### src/sv/mwo_pkg.sv
// Shared types and constants of the morphing wavetable oscillator.
package mwo_pkg;

  // Table geometry; the widths of the slot and address fields follow from it.
  localparam int TableSize  = 1024;
  localparam int SlotCount  = 4;
  localparam int SampleBits = 24;
  localparam int IdxW       = $clog2(TableSize);
  localparam int SlotW      = $clog2(SlotCount);
  localparam int RamDepth   = TableSize * SlotCount;

  // Fixed-point formats: phase Q10.16, morph Q2.10.
  localparam int PhaseFracW = 16;
  localparam int PhaseW     = IdxW + PhaseFracW;
  localparam int IncW       = 26;
  localparam int MorphFracW = 10;
  localparam int MorphW     = 12;
  localparam int CfgDataW   = 26;

  // Depths of the command queue and the result queue.
  localparam int CmdDepth = 4;
  localparam int ResDepth = 2;

  // Configuration register indexes.
  localparam logic [0:0] RegPhaseInc = 1'b0;
  localparam logic [0:0] RegMorph    = 1'b1;

  // Input opcodes.
  typedef enum logic [1:0] {
    OP_SAMPLE  = 2'd0,
    OP_ADVANCE = 2'd1,
    OP_WRITE   = 2'd2,
    OP_NONE    = 2'd3
  } op_e;

  // Kinds of work handed from the front end to the back end.
  typedef enum logic {
    CMD_SAMPLE = 1'b0,
    CMD_WRITE  = 1'b1
  } cmd_kind_e;

  typedef struct packed {
    cmd_kind_e                     kind;
    logic [PhaseW-1:0]             phase;
    logic [SlotW-1:0]              slot;
    logic [IdxW-1:0]               addr;
    logic signed [SampleBits-1:0]  value;
  } cmd_t;

  // Back end sequencer states.
  typedef enum logic [3:0] {
    ST_IDLE,
    ST_RD1,
    ST_RD2,
    ST_RD3,
    ST_MC,
    ST_MN,
    ST_MX,
    ST_MF,
    ST_OUT
  } st_e;

endpackage

### src/sv/mwo_front.sv
// Front end: accepts input beats, owns the phase accumulator, queues work.
module mwo_front
  import mwo_pkg::*;
(
  input  logic                         clk_i,
  input  logic                         rst_ni,
  input  logic                         push,
  output logic                         full,
  input  logic [1:0]                   opcode_i,
  input  logic [SlotW-1:0]             table_slot_i,
  input  logic [IdxW-1:0]              table_address_i,
  input  logic signed [SampleBits-1:0] table_value_i,
  input  logic [IncW-1:0]              phase_inc_i,
  input  logic                         q_full_i,
  output logic                         q_push_o,
  output cmd_t                         q_data_o
);

  logic [PhaseW-1:0] phase_q, phase_d;
  logic              accept;
  op_e               op;

  assign full   = q_full_i;
  assign accept = push && !q_full_i;
  assign op     = op_e'(opcode_i);

  // Classify the beat: samples and table writes go to the back end.
  always_comb begin
    q_push_o       = 1'b0;
    q_data_o.kind  = CMD_SAMPLE;
    q_data_o.phase = phase_q;
    q_data_o.slot  = table_slot_i;
    q_data_o.addr  = table_address_i;
    q_data_o.value = table_value_i;
    phase_d        = phase_q;
    case (op)
      OP_SAMPLE: begin
        q_push_o = accept;
        if (accept) begin
          phase_d = phase_q + PhaseW'(phase_inc_i);
        end
      end
      OP_ADVANCE: begin
        if (accept) begin
          phase_d = phase_q + PhaseW'(phase_inc_i);
        end
      end
      OP_WRITE: begin
        q_push_o      = accept;
        q_data_o.kind = CMD_WRITE;
      end
      default: begin
        q_push_o = 1'b0;
      end
    endcase
  end

  // The phase wraps modulo the table length by the width of the register.
  always_ff @(posedge clk_i or negedge rst_ni) begin
    if (!rst_ni) begin
      phase_q <= '0;
    end else begin
      phase_q <= phase_d;
    end
  end

endmodule

### config.mk
export PLATFORM = sky130hd
export DESIGN_NAME = mwo_front
export DESIGN_NICKNAME = d
export VERILOG_FILES = /design/src/sv/mwo_pkg.sv /design/src/sv/mwo_front.sv
export SDC_FILE = /design/constraint.sdc
export NUM_CORES = 1
export LEC_CHECK = 0
export BUFFER_PORTS_ARGS = -buffer_cell sky130_fd_sc_hd__buf_4
export CAP_MARGIN = 10
export CORE_MARGIN = 3
export CORE_UTILIZATION = 36
export CTS_BUF_LIST = sky130_fd_sc_hd__clkbuf_4 sky130_fd_sc_hd__clkbuf_8 sky130_fd_sc_hd__clkbuf_16
export DETAILED_ROUTE_END_ITERATION = 6
export MAX_ROUTING_LAYER = met4
export PLACE_DENSITY = 0.65
export SYNTH_ARGS = -nofsm -noshare
export SYNTH_HDL_FRONTEND = slang
export SYNTH_SLANG_ARGS = --single-unit
### constraint.sdc
create_clock -name clk_i -period 2.6 [get_ports clk_i]
set_input_delay 0 -clock clk_i [delete_from_list [all_inputs] [get_ports clk_i]]
set_output_delay 0 -clock clk_i [all_outputs]
set_load 0.05 [all_outputs]
# Word-level counts from Yosys, hierarchy flattened
# Index checks and enable logic that the tools add are counted.
# classes
add_sub_neg,1
eq_ne,2
muxes,2
reduce_logical,6
# ops
op,n
adder 26 bit,1
OR reduction 2 bit,2
"== test 2 x 1 -> 1 bit, second input constant",1
"== test 2 bit, second input constant",1
logical NOT 2 bit,1
two-way mux 1 bit,2
AND reduction 2 bit,1
logical AND 1 bit,1
logical NOT 1 bit,1
# totals
register_bits,26
input_bits,68

# Longest topological paths before layout
# depth
ltp_word,3
mapped_depth,10
ltp_nobuf,10

# Worst setup path after synthesis
# Ideal clock, no wire load.
# synth_path
path_type,flip-flop to flip-flop
startpoint,reg phase_q[0]
endpoint,reg phase_q[22]
arrival_time_ns,2.499
slack_ns,-0.045
stages_incl_launch_ff,11
path_cell_list,dfrtp_1 ha_1 inv_1 fa_1 nor2b_1 o31a_2 o21ai_2 o211a_1 o31ai_1 mux2i_1 o311ai_0
# synth_between
elab_chain_cells,1
# synth_rtl
element,line_no,text
"start, declared",mwo_front.sv:19,"logic [PhaseW-1:0] phase_q, phase_d;"
"start signal, assigned",mwo_front.sv:63,phase_q <= phase_d;
adder 26 bit,"mwo_front.sv:40, mwo_front.sv:45",
# Every way passes these cells.
# A chain may end at the register's enable or synchronous reset.

# Final worst setup path
# layout_path
startpoint,reg phase_q[12]
endpoint,reg phase_q[25]
# Same word-level chain as after synthesis.

==> flow_summary.html <==
<table>
<tr><th>Metric</th><th>Value</th></tr>
<tr><th colspan="2">Status</th></tr>
<tr><td>Status</td><td>completed</td></tr>
<tr><th colspan="2">Layout</th></tr>
<tr><td>Biggest registers after layout</td><td>phase_q: 26 flops</td></tr>
<tr><td>Fillers</td><td>750</td></tr>
<tr><td>Reg with most FFs</td><td>phase_q</td></tr>
<tr><td>Number of flip-flops in the largest register</td><td>26</td></tr>
<tr><td>Fraction of final layout cells with drive strength greater than 1</td><td>0.242</td></tr>
<tr><td>Final nets</td><td>438</td></tr>
<tr><td>Leading cell types in the layout, fill and taps excluded</td><td>buf_4, nand2_1, o21ai_0, ha_1, dfrtp_1</td></tr>
<tr><td>Footprint of the flip-flops and latches</td><td>652 sq um</td></tr>
<tr><td>Leading cell type in the layout, fill and taps excluded</td><td>buf_4</td></tr>
<tr><td>Area added between synthesis and finish</td><td>12.3%</td></tr>
<tr><td>N_diodes</td><td>0</td></tr>
<tr><td>Multi-input gate area</td><td>0.00167 sq mm</td></tr>
<tr><th colspan="2">Setup path</th></tr>
<tr><td>Library cell contributing the largest single delay on the critical path</td><td>dfrtp_1</td></tr>
<tr><td>Critical path buffer and inverter count</td><td>0</td></tr>
<tr><td>Depth of the critical timing path with buffers and inverters included</td><td>8</td></tr>
<tr><td>FF-to-FF setup slack</td><td>180 ps</td></tr>
<tr><td>CP Data Arrival Time</td><td>2580 ps</td></tr>
<tr><td>Maximum cell stage delay along the critical path</td><td>420 ps</td></tr>
<tr><td>Cells traversed along the worst timing path</td><td>ha_1 &gt; and4_4 &gt; a221oi_2 &gt; nand2_2 &gt; nor3b_4 &gt; a211o_1 &gt; and4_1 &gt; o311ai_1</td></tr>
<tr><td>Family of cells with the greatest summed delay on the critical path</td><td>simple AND/OR/NAND/NOR gates</td></tr>
<tr><td>Critical path data required time</td><td>2760 ps</td></tr>
<tr><td>Worst Reg-to-Reg Cells</td><td>8</td></tr>
<tr><td>CP startpoint kind</td><td>register</td></tr>
<tr><td>Largest fanout on the critical path</td><td>7</td></tr>
<tr><td>Nature of the critical path endpoint</td><td>register</td></tr>
<tr><td>Crit Path Class</td><td>register to register</td></tr>
<tr><th colspan="2">Synthesis</th></tr>
<tr><td>Number of standard cells after synthesis</td><td>327</td></tr>
<tr><td>Area fraction of the dominant cell type after synthesis</td><td>0.242</td></tr>
<tr><td>Cell type contributing the most total cell area after synthesis</td><td>dfrtp_1</td></tr>
<tr><td>Register area share after synthesis</td><td>0.242</td></tr>
<tr><td>Post-Syn Area</td><td>0.00268 sq mm</td></tr>
<tr><td>Synth warn</td><td>0</td></tr>
<tr><td>Distinct cells, synth</td><td>59</td></tr>
<tr><td>Cell types occupying the most area after synthesis</td><td>dfrtp_1, ha_1, buf_4, nand2_1, o21ai_0</td></tr>
<tr><td>Most frequently used flop master after synthesis</td><td>dfrtp_1</td></tr>
<tr><td>Count of flip-flops with a built-in enable after synthesis</td><td>0</td></tr>
<tr><td>Total of flip-flops plus latches after synthesis</td><td>26</td></tr>
<tr><td>Synth async-reset ratio</td><td>1.00</td></tr>
<tr><td>Net Count, Synth</td><td>421</td></tr>
<tr><td>Per-instance average area after synthesis</td><td>8.21 sq um</td></tr>
<tr><th colspan="2">Timing</th></tr>
<tr><td>Final hold violations</td><td>0</td></tr>
<tr><td>Achievable clock frequency</td><td>413 MHz</td></tr>
<tr><td>Max-Slew Margin vs Limit</td><td>0.691</td></tr>
<tr><td>Final period demand of the worst path</td><td>2420 ps</td></tr>
<tr><td>Final worst setup slack</td><td>179 ps</td></tr>
<tr><td>Final max-slew violation count</td><td>0</td></tr>
<tr><td>Fin Clk Skew</td><td>9.45 ps</td></tr>
<tr><td>Final count of negative-setup-slack endpoints</td><td>0</td></tr>
<tr><td>Period utilisation layout</td><td>0.931</td></tr>
<tr><td>Worst slew pin tran</td><td>461 ps</td></tr>
<tr><td>Final total negative setup slack</td><td>0 ps</td></tr>
<tr><td>RSZ-0062 raised after global routing</td><td>no</td></tr>
<tr><th colspan="2">Clocking</th></tr>
<tr><td>Buffer type at the clock tree root</td><td>clkbuf_8</td></tr>
<tr><td>Clock Tree Buf Depth</td><td>2</td></tr>
<tr><td>Sinks on the clock net</td><td>26</td></tr>
<tr><td>Latest clock arrival within the worst-skew pair</td><td>290 ps</td></tr>
<tr><td>Clock tree from TritonCTS</td><td>built</td></tr>
<tr><td>Count of buffers added by post-CTS timing repair for setup</td><td>0</td></tr>
<tr><td>Htree depth</td><td>1</td></tr>
<tr><td>CTS Buf Count</td><td>3</td></tr>
<tr><td>Clock input transition at the sequential cells of the worst setup and hold paths</td><td>110 ps</td></tr>
<tr><th colspan="2">Drt</th></tr>
<tr><td>DRC violation count after routing</td><td>0</td></tr>
<tr><td>Vias</td><td>2330</td></tr>
<tr><td>Final Routed Wirelength</td><td>6270 um</td></tr>
<tr><td>Detailed Routing Iterations Pass 1</td><td>4</td></tr>
<tr><td>Wire length per cell</td><td>14.3 um</td></tr>
<tr><td>Via/cell ratio</td><td>5.31</td></tr>
<tr><td>Violation count after the first detailed-route iteration</td><td>99</td></tr>
<tr><td>DRT antenna net count</td><td>0</td></tr>
<tr><th colspan="2">Hold path</th></tr>
<tr><td>Class of the worst hold path</td><td>input port to primary output</td></tr>
<tr><td>Hold depth</td><td>0</td></tr>
<tr><th colspan="2">Die</th></tr>
<tr><td>Height of the chip</td><td>92.3 um</td></tr>
<tr><td>Area inside the core boundary</td><td>0.00702 sq mm</td></tr>
<tr><td>Site row count</td><td>30</td></tr>
<tr><td>Die Width</td><td>92.3 um</td></tr>
<tr><td>Ports</td><td>133</td></tr>
<tr><td>Initial Util</td><td>0.382</td></tr>
<tr><td>Die Area</td><td>0.00853 sq mm</td></tr>
<tr><th colspan="2">Global route</th></tr>
<tr><td>All-Layer GR Usage</td><td>0.153</td></tr>
<tr><td>Number of antenna violations at the first check in global routing</td><td>0</td></tr>
<tr><td>Overflow left after global routing</td><td>0</td></tr>
<tr><td>Global-route wire length before repair</td><td>10400 um</td></tr>
<tr><td>Maximum number of pins on one net before global-route repair</td><td>52</td></tr>
<tr><td>Number of global-route vias before repair</td><td>2290</td></tr>
<tr><th colspan="2">Placement</th></tr>
<tr><td>Final RePlAce weighted congestion</td><td>0.823</td></tr>
<tr><td>Setup slack after placement</td><td>126 ps</td></tr>
<tr><td>Count of buffers inserted at the top-level ports</td><td>60</td></tr>
<tr><td>Post-DP HPWL</td><td>4930 um</td></tr>
<tr><th colspan="2">Pwr</th></tr>
<tr><td>Total design power</td><td>4.17 mW</td></tr>
<tr><td>Power density normalized to cell area</td><td>1380 mW/mm^2</td></tr>
<tr><td>Leakage</td><td>1.41 nW</td></tr>
<tr><td>Worst supply voltage drop on vdd</td><td>450 uV</td></tr>
<tr><th colspan="2">Job</th></tr>
<tr><td>Number of maximum-capacitance violations</td><td>0</td></tr>
</table>
[path summary, 6_finish.rpt]
path,endpoint,from
hold reg to reg,phase_q[13],phase_q[13]
setup / recovery,phase_q[25],phase_q[12]
hold / removal,q_data_o[13],table_value_i[13]
setup reg to reg,phase_q[25],phase_q[12]
max in group asynchronous,phase_q[0],rst_ni
min in group asynchronous,phase_q[7],rst_ni
[routing by layer]
metal,up-vias,track usage,part of all wire
met3,6,0.0244,0.055
li1,1172,-,-
met2,73,0.248,0.46
met5,-,-,0
met1,1079,0.201,0.48
met4,0,0.0384,0.0078
[cell usage after synthesis, types with 2 or more instances]
library cell and n:
a211o_1 4, a211oi_1 2, a21o_1 8, a21oi_1 17
a31oi_1 6, and2_1 2, and3_1 2, buf_2 4
buf_4 38, clkbuf_1 7, dfrtp_1 26, ha_1 25
inv_1 8, nand2_1 42, nand2b_1 2, nand3_1 10
nand4_1 7, nor2_1 13, nor2b_1 5, nor3_1 3
nor3b_1 2, o2111ai_1 2, o211ai_1 3, o21a_1 3
o21ai_0 30, o21ai_2 2, o21bai_1 3, o311ai_0 2
o31a_2 2, xnor2_1 10, xor2_1 9
[cells by family (layout without fill, tap and decap cells)]
| group | after synthesis | count (layout) | synth area share |
|---|---|---|---|
| fa+ha+maj | 26 | 26 | 0.124 |
| simple gates | 98 | 98 | 0.182 |
| buf+inv | 59 | 75 | 0.141 |
| flops | 26 | 26 | 0.242 |
| mux | 1 | 1 | 0.00373 |
| compound gates | 98 | 98 | 0.245 |
| xor+xnor | 19 | 19 | 0.0620 |
[worst reg2reg max path, stage by stage (launching register included)]
cell and delay (ps):
dfrtp_1 420, ha_1 390, and4_4 240, a221oi_2 290
nand2_2 110, nor3b_4 380, a211o_1 180, and4_1 200
o311ai_1 90
[per-stage QoR]
step / instance area, sq um / hold WS, ps / util / instances
after floorplan: 2690 / -296 / - / 327
after global placement: 2920 / -59.6 / 0.416 / 434
after detailed placement: 2920 / -56.0 / 0.416 / 434
after CTS: 3000 / 0.341 / 0.428 / 439
after global routing: 3010 / 0.0719 / 0.429 / 439
final: 3010 / 0.0140 / 0.429 / 439
[repair_timing]
item	CTS	global route
resized for setup	0	3
hold buffers	1	0
hold endpoints to repair	26	0
endpoints found under the setup margin	0	2
[layout make-up]
| class | count | area share |
|---|---|---|
| Clock buffer | 3 | 0.0137 |
| Inverter | 8 | 0.00996 |
| Sequential cell | 26 | 0.216 |
| Tap cell | 96 | 0.0399 |
| Clock inverter | 1 | 0.00996 |
| Timing Repair Buffer | 63 | 0.158 |
| Multi-Input combinational cell | 242 | 0.553 |
[power by group]
part	total (mW)	internal, mW	switching [mW]
combinational	3.04	1.13	1.91
sequential	0.763	0.595	0.168
clock	0.364	0.207	0.157
Note: power is estimated with default switching activity, not from simulation.
