**src/sv/mwo_queue.sv**
```systemverilog
// Small first-in first-out queue of register entries.
module mwo_queue #(
  parameter int Width = 8,
  parameter int Depth = 4
) (
  input  logic             clk_i,
  input  logic             rst_ni,
  input  logic             push_i,
  input  logic [Width-1:0] data_i,
  input  logic             pop_i,
  output logic [Width-1:0] data_o,
  output logic             full_o,
  output logic             empty_o
);

  localparam int PtrW = $clog2(Depth);

  logic [Width-1:0] store_q [Depth];
  logic [PtrW-1:0]  wr_ptr_q, wr_ptr_d;
  logic [PtrW-1:0]  rd_ptr_q, rd_ptr_d;
  logic [PtrW:0]    cnt_q, cnt_d;
  logic             do_push, do_pop;

  assign full_o  = (cnt_q == (PtrW+1)'(Depth));
  assign empty_o = (cnt_q == '0);
  assign do_push = push_i && !full_o;
  assign do_pop  = pop_i && !empty_o;
  assign data_o  = store_q[rd_ptr_q];

  // Pointer and fill count updates.
  always_comb begin
    wr_ptr_d = wr_ptr_q;
    rd_ptr_d = rd_ptr_q;
    cnt_d    = cnt_q;
    if (do_push) begin
      wr_ptr_d = wr_ptr_q + 1'b1;
    end
    if (do_pop) begin
      rd_ptr_d = rd_ptr_q + 1'b1;
    end
    if (do_push && !do_pop) begin
      cnt_d = cnt_q + 1'b1;
    end else if (!do_push && do_pop) begin
      cnt_d = cnt_q - 1'b1;
    end
  end

  always_ff @(posedge clk_i or negedge rst_ni) begin
    if (!rst_ni) begin
      wr_ptr_q <= '0;
      rd_ptr_q <= '0;
      cnt_q    <= '0;
    end else begin
      wr_ptr_q <= wr_ptr_d;
      rd_ptr_q <= rd_ptr_d;
      cnt_q    <= cnt_d;
    end
  end

  // Entry storage needs no reset.
  always_ff @(posedge clk_i) begin
    if (do_push) begin
      store_q[wr_ptr_q] <= data_i;
    end
  end

endmodule

```
**config.mk**
```make
export PLATFORM = sky130hd
export DESIGN_NAME = mwo_queue
export DESIGN_NICKNAME = d
export VERILOG_FILES = /design/src/sv/mwo_queue.sv
export SDC_FILE = /design/constraint.sdc
export NUM_CORES = 1
export LEC_CHECK = 0
export BUFFER_PORTS_ARGS = -buffer_cell sky130_fd_sc_hd__buf_2
export CAP_MARGIN = 20
export CORE_MARGIN = 2
export CORE_UTILIZATION = 50
export CTS_BUF_LIST = sky130_fd_sc_hd__clkbuf_16
export DETAILED_ROUTE_END_ITERATION = 10
export GPL_ROUTABILITY_DRIVEN = 0
export GPL_TIMING_DRIVEN = 1
export PLACE_DENSITY = 0.73
export SLEW_MARGIN = 10
export SYNTH_ARGS = -nofsm -noshare
export SYNTH_HDL_FRONTEND = slang
export SYNTH_SLANG_ARGS = --single-unit
```
**constraint.sdc**
```tcl
create_clock -name clk_i -period 5.6 [get_ports clk_i]
set_clock_uncertainty 0.05 [all_clocks]
set_input_delay 0.28 -clock clk_i [delete_from_list [all_inputs] [get_ports clk_i]]
set_output_delay 0.28 -clock clk_i [all_outputs]
set_load 0.02 [all_outputs]
```
* Yosys cells after proc, flatten, opt, wreduce, memory -nomap -nowiden
Memories as Yosys holds them, arrays and structs flattened.
Cells that the tools add are included.
** Cells by class
- Equality and inequality tests :: 1
- Multiplexer cells :: 4
- Reduce and logical (&&, ||, !) cells :: 10
- Add/subtract/negate cells :: 4
** Operator list (number)
- 3-bit 2-to-1 mux :: 2
- 2-bit by 1-bit adder with 2-bit output, second input constant :: 2
- 1-bit logical AND :: 4
- 1-bit zero test :: 4
- 3-bit by 1-bit adder with 3-bit output, second input constant :: 1
- 3-bit == test, second input constant :: 1
- 3-bit zero test :: 1
- 3-bit by 1-bit subtractor with 3-bit output, second input constant :: 1
- 1-bit 2-to-1 mux :: 2
- 2-bit nonzero test :: 1
** Word-level totals
- Register bits :: 7
- RAM bits :: 32
- Memories :: 1
- Word-level logic and storage cells :: 23
** Memory list
- store_q :: depth 4, width 8, rd ports 1, clocked after Yosys merged registers in 0, write ports 1, line 18 : logic [Width-1:0] store_q [Depth];

* Longest topological paths before layout
Gate-level depths: netlist of the first run.
- Word-level depth :: 7
- Depth in mapped cells :: 9

* Least setup slack after synthesis of the first run
OpenSTA, ideal clock, no wires.
- Path type :: register to register
- From :: register cnt_q[0]
- To :: register cnt_q[2]
- Library setup time :: 79 ps
- Required time :: 5471 ps
- Period minus slack after synthesis :: 2351 ps
- Cell stages (with the launch flop) :: 9
- Data arrival time :: 2221 ps
- Path slack :: 3249 ps
- Cells stage by stage :: dfrtp_1 -> nor3_1 -> nand2b_1 -> ha_1 -> inv_1 -> fa_1 -> xor2_1 -> nor2_1 -> xor2_1
** Between the ends
- Longest elaborated chain between the ends :: 6
- Elaborated cells on any way between the ends :: 15
- Classes of those cells :: add/sub: 2; eq/ne: 1; mux: 2; reduce/logical: 10
** Ends and longest elaborated chain
- start, declared :: line 21 : logic [PtrW:0] cnt_q, cnt_d;
- start signal, assigned :: line 56 : cnt_q <= cnt_d;
- 3-bit zero test (*) :: line 25 : assign empty_o = (cnt_q == '0);
- via empty_o :: line 13 : output logic empty_o
- 1-bit zero test (*) :: line 27 : assign do_pop = pop_i && !empty_o;
- 1-bit logical AND (*) :: line 27
- 1-bit zero test :: line 41 : if (do_push && !do_pop) begin
- 1-bit logical AND :: line 41
- 3-bit 2-to-1 mux / 2-bit nonzero test (equally long branches)
Mark *: on every way through the listed nets, which the timed path passes. The rest lies on a longest branch. The select of a mux whose other input is x is not followed.
A chain may end at the register's enable or synchronous reset.

* Worst setup path in the final report of the first run
- From :: register cnt_q[0]
- To :: register cnt_q[2]
** Between the ends
- Longest elaborated chain between the ends :: 6
- Elaborated cells on any way between the ends :: 15
- Classes of those cells :: add/sub: 2; eq/ne: 1; mux: 2; reduce/logical: 10
** Ends and longest elaborated chain
- branches (longest 6 deep; another with 3-bit by 1-bit subtractor with 3-bit output)
Several ways; the timed one is not identified. The select of a mux whose other input is x is not followed.

==> results of run 1 <==
==> layer usage <==
layer  GRT usage [%]  part of all wire, %
met2            25.8                   51
met3            8.32                  4.9
met5               0                    0
met1            19.2                   42
met4            7.94                  2.1
==> cells by family after synthesis <==
logic type,share of synthesized area [%]
buf+inv,1.97
mux,13.0
xor+xnor,3.31
simple gates,5.04
fa+ha+maj,5.20
flops,71.5
==> registers in the layout (all words and copies together) (netlist names) <==
name	cells
store_q	32
cnt_q	3
rd_ptr_q	2
wr_ptr_q	2
==> power by group through the flow <==
stage	Combinational (mW)	Clock, mW	Sequential, mW
after floorplan	0.276	0	0.426
after global placement	0.316	0	0.464
after detailed placement	0.324	0	0.471
after CTS	0.325	0.317	0.465
after global routing	0.349	0.330	0.474
final	0.322	0.308	0.461
==> layout make-up <==
cell class / count / area (um^2)
Clock inverter: 3 / 38.8
Clock buffer: 5 / 125
Sequential cell: 39 / 1140
Multi-Input combinational cell: 32 / 422
Tap cell: 44 / 55.1
Timing Repair Buffer: 22 / 115
Inverter: 3 / 11.3
Fill cell: 221 / 1120
==> metrics by stage <==
| stage | setup slack [ns] | total power [mW] | hold WS, ns | util (%) |
|---|---|---|---|---|
| 3_5_place_dp | 3.44 | 0.794 | 0.0769 | 57.1 |
| 5_1_grt | 3.23 | 1.15 | 0.160 | 62.9 |
| 3_3_place_gp | 3.52 | 0.780 | 0.0739 | 57.1 |
| 2_1_floorplan | 3.25 | 0.702 | -0.0656 | - |
| 4_1_cts | 3.43 | 1.11 | 0.160 | 62.9 |
| 6_report | 3.45 | 1.09 | 0.169 | 62.9 |
==> worst max-delay path, delay by kind of cell (launching register included) <==
kind / cells / cell delay (ns)
simple gates: 3 / 0.66
fa+ha+maj: 2 / 0.56
flops: 1 / 0.45
xor+xnor: 2 / 0.30
buf+inv: 1 / 0.06
==> cells in the final DEF, fill, tap and decap left out <==
cell / count
clkbuf_16: 5
edfxtp_1: 32
nor2b_2: 1
dlygate4sd3_1: 1
fa_1: 1
nor3_1: 1
nand3b_1: 1
clkinv_1: 1
nor2_1: 1
buf_2: 21
dfrtp_1: 7
nand2b_1: 1
mux2_4: 1
inv_1: 3
clkinv_2: 1
bufinv_16: 1
mux4_2: 8
mux2_2: 1
xnor2_1: 4
ha_1: 5
nor3b_4: 1
xor2_1: 2
and2_2: 4
==> worst max path at each step <==
stage,endpoint,depth (start not counted)
2_1_floorplan,cnt_q[2],8
3_3_place_gp,cnt_q[2],8
3_5_place_dp,cnt_q[2],8
4_1_cts,cnt_q[2],8
5_1_grt,cnt_q[2],8
6_report,cnt_q[2],8
==> flow_metrics.env, run 1 <==
export IMPL_hp_class="in2reg"
export IMPL_synth_seq_cells=39
export IMPL_synth_area_leaders="edfxtp_1, mux4_2, dfrtp_1"
export IMPL_intPower_mw=0.761
export IMPL_synth_flop_cell="edfxtp_1"
export IMPL_clk_latency_ns=0.28
export IMPL_fp_coreArea_um2=3030
export IMPL_ioPinCount=22
export IMPL_maxSlewHeadroom_pct=61.1
export IMPL_synth_top_cell_area_share_pct=60.5
export IMPL_grt_usage_pct=16.6
export IMPL_cts_tree="yes"
export IMPL_cts_root_buf="clkbuf_16"
export IMPL_avgSynthCellArea_um2=20.6
export IMPL_wl_um=2500
export IMPL_cts_repair_resized=0
export IMPL_grt_pass1_vias=814
export IMPL_synth_fp_nets=95
export IMPL_area_growth_syn_to_layout_pct=19.8
export IMPL_portBuffers=21
export IMPL_critPathKind="reg2reg"
export IMPL_final_period_utilization_pct=38.4
export IMPL_overflow=0
export IMPL_endpoint_kind="flop"
export IMPL_dp_cells=139
export IMPL_drive_above_1_share_pct=42.3
export IMPL_wl_per_cell_um=16.9
export IMPL_n_antenna_cell=0
export IMPL_netlist_area_um2=1590
export IMPL_grt_first_pass_wirelength_um=3920
export IMPL_dieArea_um2=3650
export IMPL_max_slew_worst_pin_slew_ns=0.583
export IMPL_drc_errors=0
export IMPL_critPathMaxStageDelay_ns=0.45
export IMPL_dieHeight_um=60.4
export IMPL_yosysMostFrequentCell="edfxtp_1"
export IMPL_cpMostUsedCell="xor2_1"
export IMPL_grt_max_degree=13
export IMPL_cts_setup_buffers=0
export IMPL_min_period_ns=2.15
export IMPL_setup_viol=0
export IMPL_synth_async_reset_ratio_pct=17.9
export IMPL_min_path_cells=1
export IMPL_worstPathArrival_ns=2.31
export IMPL_drt_iter0_markers=15
export IMPL_worstReg2RegEnd="cnt_q[2]"
export IMPL_p_clk_share_pct=28.2
export IMPL_cts_hold_buf=1
export IMPL_ir_drop_mv=0.285
export IMPL_critPathRequiredTime_ns=5.75
export IMPL_timing_critical_path_from_type="flop"
export IMPL_die_width_um=60.4
export IMPL_postRouteAntennaNets=0
export IMPL_syn_inst=77
export IMPL_rsz0062_at_grt="no"
export IMPL_dp_final_hpwl_um=1690
export IMPL_initial_core_util_pct=52.5
export IMPL_num_vias=753
export IMPL_combPwrFrac_pct=29.5
export IMPL_pwr_share_seq_pct=42.3
export IMPL_design_area_um2=1900
export IMPL_ys_top_cells_by_count="edfxtp_1, mux4_2, dfrtp_1, ha_1"
export IMPL_place_area_um2=1730
export IMPL_clock_sinks=39
export IMPL_p_sw_mw=0.331
export IMPL_rrSetupSlack_ns=3.45
export IMPL_fmax_mhz=465
export IMPL_htree_levels=2
export IMPL_ys_warn_count=0
export IMPL_cellLeakagePower_nw=0.718
export IMPL_clockBufferDepth=2
export IMPL_yosysTopAreaCell="edfxtp_1"
export IMPL_powerDensity_nw_per_um2=573
export IMPL_status="finished, final reports clean"
export IMPL_min_from="data_i[0]"
export IMPL_rr_worst_depth=8
export IMPL_ys_seq_area_share_pct=71.5
export IMPL_synth_edf_count=32
export IMPL_path_max_fanout=4
export IMPL_crit_path_start="cnt_q[0]"
export IMPL_synthDistinctLibCells=20
export IMPL_drt_pass1_iter_count=4
export IMPL_drv_cap=0
export IMPL_rr_startpoint="cnt_q[0]"
export IMPL_antenna_found_initial=0
export IMPL_stdcell_count=148
export IMPL_clk_transition_reported_paths_ns=0.05
export IMPL_path_cells="nor3_1 > nand2b_1 > ha_1 > inv_1 > fa_1 > xor2_1 > nor2_1 > xor2_1"
export IMPL_final_max_slew_violation_count=0
export IMPL_cts_buffers=5
export IMPL_p_sw_share_pct=30.3
export IMPL_slowest_stage="dfrtp_1"
export IMPL_nets=121
export IMPL_setup_tns_ns=0
export IMPL_whs_endpoint="store_q[0][0]"
export IMPL_row_count=20
export IMPL_avgViaCountPerCell=5.09
export IMPL_hold_violations=0
Power figures use the tool's default switching activity.
==> run 2: changes to the inputs <==
--- a/config.mk
+++ b/config.mk
@@ -5,6 +5,7 @@
 export SDC_FILE = /design/constraint.sdc
 export NUM_CORES = 1
 export LEC_CHECK = 0
+export ABC_AREA = 1
 export BUFFER_PORTS_ARGS = -buffer_cell sky130_fd_sc_hd__buf_2
 export CAP_MARGIN = 20
 export CORE_MARGIN = 2
@@ -13,7 +14,7 @@
 export DETAILED_ROUTE_END_ITERATION = 10
 export GPL_ROUTABILITY_DRIVEN = 0
 export GPL_TIMING_DRIVEN = 1
-export PLACE_DENSITY = 0.73
+export PLACE_DENSITY = 0.72
 export SLEW_MARGIN = 10
 export SYNTH_ARGS = -nofsm -noshare
 export SYNTH_HDL_FRONTEND = slang
==> constraint.sdc (replaced) <==
create_clock -name clk_i -period 2.1 [get_ports clk_i]
set_clock_uncertainty 0.05 [all_clocks]
set_input_delay 0.105 -clock clk_i [delete_from_list [all_inputs] [get_ports clk_i]]
set_output_delay 0.105 -clock clk_i [all_outputs]
set_load 0.02 [all_outputs]
==> run 2 against run 1 <==
- die area grew 8.5%
- worst hold slack lost 0.17 ns
- non-clock buffer count grew 11
- sequential share of layout area shrank 5.8 points
- area after synthesis grew 9.1%
- critical path type unchanged
- highest routed layer unchanged
==> flow_metrics.env, run 2 <==
export IMPL_status="finished, final reports clean"
export IMPL_max_slew_worst_pin_slew_ns=0.503
export IMPL_dieHeight_um=62.9
export IMPL_synth_async_reset_ratio_pct=17.9
export IMPL_fin_ws_ns=0.0904
export IMPL_grt_usage_pct=18.6
export IMPL_setup_tns_ns=0
export IMPL_min_period_ns=2.01
export IMPL_dp_final_hpwl_um=2090
export IMPL_drt_pass1_iter_count=4
export IMPL_initial_core_util_pct=52.0
export IMPL_fp_coreArea_um2=3340
export IMPL_num_vias=1164
export IMPL_grt_first_pass_wirelength_um=5400
export IMPL_final_common_cell="nand2_1"
export IMPL_critPathMaxStageDelay_ns=0.42
export IMPL_drt_iter0_markers=76
export IMPL_yosysMostFrequentCell="nand2_1"
export IMPL_path_cells="inv_1 > nand3_1 > nand2_2 > inv_1 > ha_1 > inv_1 > fa_1 > nand2_1 > nand3_1 > nand2_1 > nand2_1"
export IMPL_grt_pass1_vias=1184
export IMPL_synth_top_cell_area_share_pct=55.4
export IMPL_clockBufferDepth=2
export IMPL_syn_inst=154
export IMPL_ys_warn_count=0
export IMPL_critPathKind="reg2reg"
export IMPL_portBuffers=21
export IMPL_hold_slack_ns=0.00108
export IMPL_endpoint_kind="flop"
export IMPL_worstPathArrival_ns=2.13
export IMPL_cp_top_family="simple AND/OR/NAND/NOR gates"
export IMPL_top_regs="store_q (32), cnt_q (3)"
export IMPL_ir_drop_mv=0.638
export IMPL_drv_cap=0
export IMPL_hp_class="in2reg"
export IMPL_avgViaCountPerCell=4.91
export IMPL_ys_top_cells_by_count="nand2_1, edfxtp_1, inv_1, o211ai_1"
export IMPL_die_width_um=62.9
export IMPL_clk_latency_ns=0.28
export IMPL_most_common_layout_cells="nand2_1, inv_1, edfxtp_1"
export IMPL_final_max_slew_violation_count=0
export IMPL_synth_edf_count=32
export IMPL_clk_transition_reported_paths_ns=0.05
export IMPL_cts_buffers=5
export IMPL_avgSynthCellArea_um2=11.3
export IMPL_wl_per_cell_um=13.4
export IMPL_path_max_fanout=7
export IMPL_synth_flop_cell="edfxtp_1"
export IMPL_slowest_stage="dfrtp_1"
export IMPL_synth_fp_nets=172
export IMPL_wl_um=3190
export IMPL_fmax_mhz=498
export IMPL_nets=208
export IMPL_pre_cts_slack_ns=0.107
export IMPL_synthDistinctLibCells=16
export IMPL_ys_seq_area_share_pct=65.5
export IMPL_final_period_utilization_pct=95.7
export IMPL_critPathRequiredTime_ns=2.22
export IMPL_cellLeakagePower_nw=0.968
export IMPL_rsz0062_at_grt="yes"
export IMPL_yosysTopAreaCell="edfxtp_1"
export IMPL_timing_critical_path_from_type="flop"
export IMPL_clock_sinks=39
export IMPL_area_growth_syn_to_layout_pct=21.5
export IMPL_drive_above_1_share_pct=17.8
export IMPL_ioPinCount=22
export IMPL_synth_area_leaders="edfxtp_1, dfrtp_1, nand2_1"
export IMPL_power_mw=2.99
export IMPL_largest_register="store_q"
export IMPL_cts_root_buf="clkbuf_16"
export IMPL_row_count=21
export IMPL_synth_seq_cells=39
export IMPL_grt_max_degree=34
export IMPL_cts_tree="yes"
export IMPL_maxSlewHeadroom_pct=66.4
export IMPL_dieArea_um2=3960
export IMPL_hold_violations=0
export IMPL_drc_errors=0
export IMPL_htree_levels=2
export IMPL_postRouteAntennaNets=0
export IMPL_antenna_found_initial=0
export IMPL_n_antenna_cell=0
export IMPL_setup_viol=0
export IMPL_critPathBufInv=3
export IMPL_netlist_area_um2=1730
export IMPL_largest_reg_flops=32
export IMPL_overflow=0
export IMPL_powerDensity_nw_per_um2=1420
-- run 2: cell types whose count changed in the layout (fill, tap and decap cells not counted), sizes merged, moves of 2 or more --
cell / delta
mux4: -8
dlygate4sd3: +7
nand2: +41
inv: +32
xor2: -2
nand3: +7
buf: +4
nor2: +3
mux2: -2
and2: -4
o211ai: +16
xnor2: -3
-- run 2: where the power goes --
group / internal (mW) / total (mW) / switching [mW]
Combinational: 0.385 / 1.14 / 0.754
Clock: 0.426 / 0.696 / 0.269
Sequential: 1.04 / 1.16 / 0.114
Total: 1.85 / 2.99 / 1.14
-- run 2: layout make-up --
class	instances	area [um^2]
multi-input combinational	77	434
sequential	39	1140
clock buffer	5	125
inverter	34	128
clock inverter	3	11.3
fill	271	1230
timing repair buffer	33	215
tap	46	57.6
-- run 2: repair_timing --
action,CTS,global route
hold buffers,8,0
buffers inserted,0,0
endpoints found under the hold margin,35,0
gates resized for setup,0,2
setup endpoints to repair,0,2
-- run 2: worst paths after layout --
kind / from / end / slack, ns / cells past startpoint
max: cnt_q[0] / cnt_q[2] / 0.09 / 11
min: data_i[6] / store_q[0][6] / 0.001 / 1
max reg2reg: cnt_q[0] / cnt_q[2] / 0.09 / 11
min reg2reg: rd_ptr_q[0] / rd_ptr_q[0] / 0.48 / 2
max in group asynchronous: rst_ni / cnt_q[1] / 1.70 / 2
min in group asynchronous: rst_ni / cnt_q[0] / 0.14 / 2
-- run 2: kinds of logic (layout without fill, tap and decap cells) --
kind of cell | Yosys count | after routing | synth area share, %
and+or+nand+nor | 53 | 53 | 12.1
DFF | 39 | 39 | 65.5
buffers and inverters | 38 | 75 | 9.88
AOI/OAI and AO/OA | 17 | 17 | 7.22
adders and majority gates | 6 | 6 | 4.76
xor gates and xnor gates | 1 | 1 | 0.505
-- run 2: through the flow --
stage | instance area [um^2] | cells | util (%)
6_report | 2110 | 237 | 63.1
2_1_floorplan | 1730 | 154 | -
5_1_grt | 2110 | 237 | 63.1
4_1_cts | 2100 | 237 | 62.9
3_3_place_gp | 1880 | 221 | 56.4
3_5_place_dp | 1880 | 221 | 56.4
-- run 2: worst reg2reg max path: stages (launching register included) --
cell and delay (ns):
dfrtp_1 0.42, inv_1 0.10, nand3_1 0.16, nand2_2 0.13, inv_1 0.09, ha_1 0.16, inv_1 0.07, fa_1 0.40
nand2_1 0.12, nand3_1 0.10, nand2_1 0.07, nand2_1 0.05
-- run 2: layer usage --
layer	wire (um)	track usage, %
met1	1240	20.4
met2	1740	31.5
met3	126	6.13
met4	82	10.8
met5	0	0
